--- config.mk ---
export PLATFORM = sky130hd
export DESIGN_NAME = bmd_front
export DESIGN_NICKNAME = d
export VERILOG_FILES = /design/src/rtl/bmd_pkg.sv /design/src/rtl/bmd_front.sv
export SDC_FILE = /design/constraint.sdc
export NUM_CORES = 1
export LEC_CHECK = 0
export BUFFER_PORTS_ARGS = -buffer_cell sky130_fd_sc_hd__buf_4
export CORE_UTILIZATION = 59
export CTS_CLUSTER_DIAMETER = 50
export CTS_CLUSTER_SIZE = 30
export DETAILED_ROUTE_END_ITERATION = 10
export PLACE_DENSITY = 0.84
export SYNTH_ARGS = -nofsm -noshare
export SYNTH_HDL_FRONTEND = slang
export SYNTH_SLANG_ARGS = --single-unit
--- constraint.sdc ---
create_clock -name clk -period 10.9 [get_ports clk]
set_clock_uncertainty 0.1 [all_clocks]
set_input_delay 2.18 -clock clk [delete_from_list [all_inputs] [get_ports clk]]
set_output_delay 2.18 -clock clk [all_outputs]
set_load 0.01 [all_outputs]
--- src/rtl/bmd_pkg.sv ---
// shared constants and types for the bisquare mean deviance block
package bmd_pkg;

    // default number of fraction bits of all fixed point values
    localparam int FRAC_BITS_DEF = 16;

    // field widths
    localparam int DATA_W   = 32;
    localparam int RADIUS_W = 31;

    // one classified sample as it waits between front and back
    typedef struct packed {
        logic                in_cut;
        logic [RADIUS_W-1:0] abs_res;
        logic [DATA_W-1:0]   weight;
        logic                last;
    } sample_t;

endpackage

--- src/rtl/bmd_front.sv ---
// front end: radius register, residual, cutoff test and a two-entry sample queue
module bmd_front #(
    parameter int FRAC_BITS = bmd_pkg::FRAC_BITS_DEF
) (
    input  logic                                clk,
    input  logic                                rst_n,
    input  logic                                cfg_we,
    input  logic [bmd_pkg::RADIUS_W-1:0]        cfg_wdata,
    output logic [bmd_pkg::RADIUS_W-1:0]        radius,
    input  logic                                in_valid,
    output logic                                in_ready,
    input  logic signed [bmd_pkg::DATA_W-1:0]   target,
    input  logic signed [bmd_pkg::DATA_W-1:0]   offset,
    input  logic signed [bmd_pkg::DATA_W-1:0]   prediction,
    input  logic [bmd_pkg::DATA_W-1:0]          weight,
    input  logic                                last,
    input  logic                                pop,
    output logic                                q_valid,
    output bmd_pkg::sample_t                    q_data
);

    localparam int RW = bmd_pkg::RADIUS_W;

    logic [RW-1:0]       radius_reg;
    logic signed [33:0]  res;
    logic [33:0]         abs_res;
    logic                push;
    bmd_pkg::sample_t    entry;
    bmd_pkg::sample_t    q_mem [2];
    logic                wr_ptr_reg;
    logic                rd_ptr_reg;
    logic [1:0]          count_reg;

    // cutoff radius register
    always_ff @(posedge clk or negedge rst_n)
    begin
        if (!rst_n)
        begin
            radius_reg <= RW'(1) << FRAC_BITS;
        end
        else if (cfg_we)
        begin
            radius_reg <= cfg_wdata;
        end
    end

    assign radius = radius_reg;

    // residual and its magnitude
    always_comb
    begin
        res     = 34'(target) - 34'(offset) - 34'(prediction);
        abs_res = res[33] ? 34'(-res) : 34'(res);
    end

    // classify the incoming request
    always_comb
    begin
        entry.in_cut  = abs_res < {3'b000, radius_reg};
        entry.abs_res = abs_res[RW-1:0];
        entry.weight  = weight;
        entry.last    = last;
    end

    assign in_ready = count_reg != 2'd2;
    assign push     = in_valid && in_ready;
    assign q_valid  = count_reg != 2'd0;
    assign q_data   = q_mem[rd_ptr_reg];

    // sample queue storage
    always_ff @(posedge clk)
    begin
        if (push)
        begin
            q_mem[wr_ptr_reg] <= entry;
        end
    end

    // queue pointers and fill count
    always_ff @(posedge clk or negedge rst_n)
    begin
        if (!rst_n)
        begin
            wr_ptr_reg <= 1'b0;
            rd_ptr_reg <= 1'b0;
            count_reg  <= 2'd0;
        end
        else
        begin
            if (push)
            begin
                wr_ptr_reg <= !wr_ptr_reg;
            end
            if (pop)
            begin
                rd_ptr_reg <= !rd_ptr_reg;
            end
            if (push && !pop)
            begin
                count_reg <= count_reg + 2'd1;
            end
            else if (pop && !push)
            begin
                count_reg <= count_reg - 2'd1;
            end
        end
    end

endmodule

==> impl_metrics.toml, run 1 <==
[synthesis]
yosysTopAreaCell = "edfxtp_1"
syn_area_um2 = 10700
syn_avg_cell_area_um2 = 10.8
synth.distinct_cells = 70
synthCells = 993
dominantRegCellSynth = "edfxtp_1"
yosysSeqAreaShare_pct = 44.5
synth_edf_count = 130
yosys-top-cells-area = "edfxtp_1, dfrtp_1, ha_1"
netlist.area_leader.share_pct = 36.4
async_flop_share_pct = 21.2
ys_ff_latch = 165
yosys_warnings = 0
synth_nets = 1257

[timing]
fmax_ghz = 0.128
hold_viol_final = 0
relSlewSlack_pct = 51.7
worstMarginPinSlew_ns = 0.724
setup_violations = 0
slew_viol_final = 0
period_share_pct = 71.4
finalCriticalPeriod_ns = 7.78
finalSetupTns_ns = 0
rsz0062_at_grt = "false"

[detailed_routing]
wl_um = 27300
wl_per_cell_um = 18.4
vias = 8610
via_per_inst = 5.81
drc = 0
ant_nets = 0
drt_pass1_iterations = 5
first_iter_violations = 414

[outcome]
status = "complete, no violations"

[power]
power.density_nw_per_um2 = 231
vdd.ir_drop.worst_mv = 0.176
p_leak_nw = 5.97

[clock_tree]
h-tree-depth = 4
post_cts_buffers = 0
cts_tree = "done"
cts.sinks = 165
cts-root-buf = "clkbuf_16"
clock_latency_ns = 0.41
hold_buffers = 0
path_clk_slew_ns = 0.06
numCtsBuffers = 17
clk_path_buf_depth = 2
cts_resized = 0

[floorplanning]
row_count = 48
core_area_um2 = 17500
fp.dieH_um = 137
initial_core_util_pct = 61.2
die_w_um = 137
ios = 263
dieArea_um2 = 18700

[grt]
globalRouteOverflowTotal = 0
grt_usage_pct = 28.9
grt-busiest-layer = "met2"
grt_util_met3_pct = 5.33
grt_max_degree = 62
met2_usage_pct = 52.1
grt_pass1_wl_um = 41200
gr-usage-met1_pct = 34.8
first_global_vias = 8292
antenna_found_initial = 0

[finish]
area_delta_synth_final_pct = 25.5
multi_input_area_um2 = 5430
drive_above_1_share_pct = 30.8
register_area_um2 = 4780
diodes = 0
largest_register_ffs = 130
final_util_pct = 76.8
fin_cells = 1483
fin_nets = 1509
fill_cells = 1171
fin_area_um2 = 13500

[worst_setup_path]
required_ns = 11.08
reg2reg_slack_ns = 8.23
cp-start-kind = "input pin"
endpoint_kind = "register"
arrival_ns = 7.96
crit_fanout = 5
critPathKind = "in2reg"

[placement]
hpwl_um = 20800
port_buffers = 262
place.gp.congestion = 0.968
dp_cells = 1451
place_area_um2 = 12900

[worst_hold_path]
worstHoldPathType = "reg2reg"

[run]
maxCapViolCount = 0
[placed cells by master (no fill, tap or decap), types with 13 or more instances in the layout]
cell type and instances:
a21o_1 23, o21ai_0 61, nand3_1 14, buf_4 266, xnor2_1 33, ha_1 67
nor3_1 13, nor2_1 45, nand2_1 85, fa_1 32, inv_1 105, clkbuf_16 17
mux2_2 68, edfxtp_1 130, a21oi_1 46, o211ai_1 13, xor2_1 18, dfrtp_1 33
[critical path, stage by stage]
cell and delay, ns:
buf_4 0.11, fa_1 0.57, inv_1 0.05, ha_1 0.21, nor2_1 0.12, fa_1 0.22, nor2b_1 0.09, o21a_1 0.23
nor4b_1 0.32, a211oi_1 0.16, nor3_1 0.38, inv_1 0.13, or4_1 0.58, nor4_1 0.37, nor2_1 0.10, xnor2_1 0.23
ha_1 0.29, a21o_1 0.17, a21o_1 0.17, a21o_1 0.17, a21oi_1 0.15, o21a_1 0.12, o21ai_0 0.06, a21oi_1 0.20
nand2_1 0.06, or4_1 0.40, nand3_1 0.10
[cell usage after synthesis (11+ instances only)]
master	count
ha_1	67
edfxtp_1	130
nor3_1	13
o211ai_1	13
clkbuf_1	30
nand2_1	85
a211oi_1	11
o21ai_0	61
xnor2_1	33
dfrtp_1	34
a21oi_1	46
nand3_1	14
and3_1	12
a21o_1	23
xor2_1	18
fa_1	32
mux2_2	68
inv_1	105
nor2_1	46
[logic make-up (layout without fill, tap and decap cells)]
group	Yosys count	count (layout)	share of synthesized area, %
DFF	165	165	44.5
xor gates and xnor gates	51	51	4.16
and+or+nand+nor	241	241	11.3
muxes	72	72	7.51
adders and majority gates	99	99	13.8
AOI/OAI and AO/OA	227	227	13.8
buffers and inverters	138	403	4.92
[final cells by class]
cell class                 count  area share (%)
clock buffer                  17            3.16
multi-input combinational    690            40.3
tap                          225            2.09
timing repair buffer         266            14.8
sequential                   165            35.5
clock inverter                15            1.16
inverter                     105            2.93
[through the flow]
step	hold WS, ns	setup WS [ns]	total power (W)
2_1_floorplan	0.356	3.35	0.00196
4_1_cts	0.432	3.17	0.00312
3_5_place_dp	0.384	2.77	0.00251
3_3_place_gp	0.371	2.92	0.00245
6_report	0.434	3.12	0.00311
5_1_grt	0.435	2.74	0.00329
[per-layer routing]
layer | routed length, um | vias to the layer above | share of wire [%]
met5 | 0 | - | 0
met4 | 604 | 0 | 2.2
met3 | 2180 | 40 | 8.0
met2 | 13900 | 349 | 51
met1 | 10600 | 4119 | 39
li1 | - | 4102 | -
[path summary, 6_finish.rpt]
path | startpoint | to | cells after the start
worst max-delay path | offset[0] | q_mem[0][64]$_DFFE_PP_ | 27
worst min-delay path | count_reg[1]$_DFFE_PN0P_ | count_reg[1]$_DFFE_PN0P_ | 1
worst max register to register | radius[11]$_DFFE_PN0P_ | q_mem[0][64]$_DFFE_PP_ | 12
worst min register to register | count_reg[1]$_DFFE_PN0P_ | count_reg[1]$_DFFE_PN0P_ | 1
max in group asynchronous | rst_n | rd_ptr_reg$_DFFE_PN0P_ | 1
min in group asynchronous | rst_n | radius[11]$_DFFE_PN0P_ | 1
[where the power goes]
group	switching, W	internal [W]	leakage [nW]	total, W
logic	0.000855	0.000679	4.05	0.00153
clock network	0.000244	0.000339	0.290	0.000583
registers	0.0000730	0.000925	1.63	0.000998
Power figures use the tool's default switching activity.
==> inputs of run 2 (changes only) <==
--- a/config.mk
+++ b/config.mk
@@ -6,11 +6,11 @@
 export NUM_CORES = 1
 export LEC_CHECK = 0
 export BUFFER_PORTS_ARGS = -buffer_cell sky130_fd_sc_hd__buf_4
-export CORE_UTILIZATION = 59
+export CORE_UTILIZATION = 55
 export CTS_CLUSTER_DIAMETER = 50
 export CTS_CLUSTER_SIZE = 30
 export DETAILED_ROUTE_END_ITERATION = 10
-export PLACE_DENSITY = 0.84
+export PLACE_DENSITY = 0.79
 export SYNTH_ARGS = -nofsm -noshare
 export SYNTH_HDL_FRONTEND = slang
 export SYNTH_SLANG_ARGS = --single-unit
==> constraint.sdc (replaced) <==
create_clock -name clk -period 7.4 [get_ports clk]
set_clock_uncertainty 0.1 [all_clocks]
set_input_delay 1.48 -clock clk [delete_from_list [all_inputs] [get_ports clk]]
set_output_delay 1.48 -clock clk [all_outputs]
set_load 0.01 [all_outputs]
==> run 2 against run 1 <==
Compared with the run above:
- combinational power rose by 49%
- register-to-register slack lost 3.6 ns
- sequential power increased by 44%
- worst setup slack got worse by 2.8 ns
- final cell count rose by 3.4%
- hold slack lost 0.050 ns
- wire length shrank 5.7%
- clock power up 55%
- critical endpoint is now q_mem[1][64]$_DFFE_PP_
==> impl_metrics.toml, run 2 (synthesis results as in run 1) <==
[finish]
fin_nets = 1525
area_delta_synth_final_pct = 27.3
layout_common_cells = "buf_4, edfxtp_1, inv_1"
diodes = 0
final_common_cell = "buf_4"
drive_above_1_share_pct = 31.6
fin_cells = 1534
largest_register_ffs = 130

[clock_tree]
h-tree-depth = 4
numCtsBuffers = 17
post_cts_buffers = 0
cts_resized = 0
hold_buffers = 0
cts-root-buf = "clkbuf_16"
cts.sinks = 165
clock_latency_ns = 0.42
path_clk_slew_ns = 0.07
cts_tree = "done"
clk_path_buf_depth = 2

[detailed_routing]
ant_nets = 0
via_per_inst = 5.53
drc = 0
wl_um = 25700
wl_per_cell_um = 16.8
drt_pass1_iterations = 5
first_iter_violations = 294
vias = 8489

[grt]
grt_usage_pct = 25.4
globalRouteOverflowTotal = 0
antenna_found_initial = 0
grt_pass1_wl_um = 39900
grt_max_degree = 62
first_global_vias = 8277

[worst_setup_path]
endpoint_kind = "register"
arrival_ns = 7.28
cp-start-kind = "input pin"
crit_fanout = 6
required_ns = 7.57
critPathKind = "in2reg"

[floorplanning]
die_w_um = 142
fp.dieH_um = 142
row_count = 50
dieArea_um2 = 20100
ios = 263
core_area_um2 = 18900
initial_core_util_pct = 56.8

[power]
power.density_nw_per_um2 = 338
p_leak_nw = 6.06
vdd.ir_drop.worst_mv = 0.181
power_w = 0.00462

[timing]
setup_ws_ns = 0.295
hold_viol_final = 0
relSlewSlack_pct = 44.7
slew_viol_final = 0
worstMarginPinSlew_ns = 0.828
finalCriticalPeriod_ns = 7.11
rsz0062_at_grt = "false"
fmax_ghz = 0.141
finalSetupTns_ns = 0
period_share_pct = 96.0
setup_violations = 0

[placement]
place.gp.congestion = 0.928
dp_cells = 1502
hpwl_um = 20000
port_buffers = 262
pre_cts_ws_ns = -0.00669

[outcome]
status = "complete, no violations"

[run]
maxCapViolCount = 0

[worst_hold_path]
worstHoldPathType = "reg2reg"
[run 2: routing by layer]
metal | wire length (um) | global-route usage (%) | part of all wire (%) | vias up
li1 | - | - | - | 4128
met1 | 10900 | 31.4 | 42 | 4036
met2 | 12500 | 44.1 | 49 | 294
met3 | 1790 | 5.43 | 7.0 | 31
met4 | 526 | 8.77 | 2.0 | 0
met5 | 0 | 0 | 0 | -
[run 2: cell type report]
type | count | area [um^2]
flip-flops and latches | 165 | 4780
multi-input cells | 690 | 5430
fillers | 1408 | 5230
inverters | 105 | 394
clock buffers | 18 | 429
repair buffers | 282 | 2120
clock inverters | 14 | 184
well taps | 260 | 325
[run 2: worst paths after layout]
| check | startpoint | end | slack (ns) | cells past startpoint |
|---|---|---|---|---|
| min reg2reg | count_reg[1]$_DFFE_PN0P_ | count_reg[1]$_DFFE_PN0P_ | 0.38 | 1 |
| min in group asynchronous | rst_n | radius[9]$_DFFE_PN0P_ | 0.91 | 1 |
| max reg2reg | radius[16]$_DFFE_PN1P_ | q_mem[1][64]$_DFFE_PP_ | 4.67 | 9 |
| min | count_reg[1]$_DFFE_PN0P_ | count_reg[1]$_DFFE_PN0P_ | 0.38 | 1 |
| max in group asynchronous | rst_n | rd_ptr_reg$_DFFE_PN0P_ | 5.89 | 1 |
| max | offset[0] | q_mem[1][64]$_DFFE_PP_ | 0.29 | 24 |
[run 2: report_power, final]
part           internal, W  switching (W)  total (W)  leakage, nW
clock             0.000516       0.000384   0.000901        0.298
combinational      0.00103        0.00125    0.00228         4.13
sequential         0.00136      0.0000817    0.00144         1.63
total              0.00290        0.00172    0.00462         6.06
[run 2: per-stage QoR]
stage	hold slack, ns	area (um^2)	utilization, %
finish	0.384	13700	72.3
global placement	0.373	13100	69.1
floorplan	0.356	10700	-
global route	0.428	13700	72.3
detailed placement	0.372	13100	69.1
CTS	0.384	13700	72.3
[run 2: critical path: stages]
cell	delay [ns]
buf_4	0.11
fa_1	0.57
ha_1	0.20
nor2_1	0.07
fa_1	0.40
nor2b_1	0.27
o21ai_1	0.12
nand2_1	0.13
xor2_1	0.11
or4_4	0.56
or3_1	0.40
or4_4	0.48
nor4_4	0.32
a21oi_1	0.13
xor2_1	0.24
ha_1	0.30
a21o_1	0.17
a21o_1	0.18
a21oi_1	0.16
o21ai_0	0.10
a21oi_1	0.20
nand2_1	0.07
or4_1	0.41
nand3_1	0.11
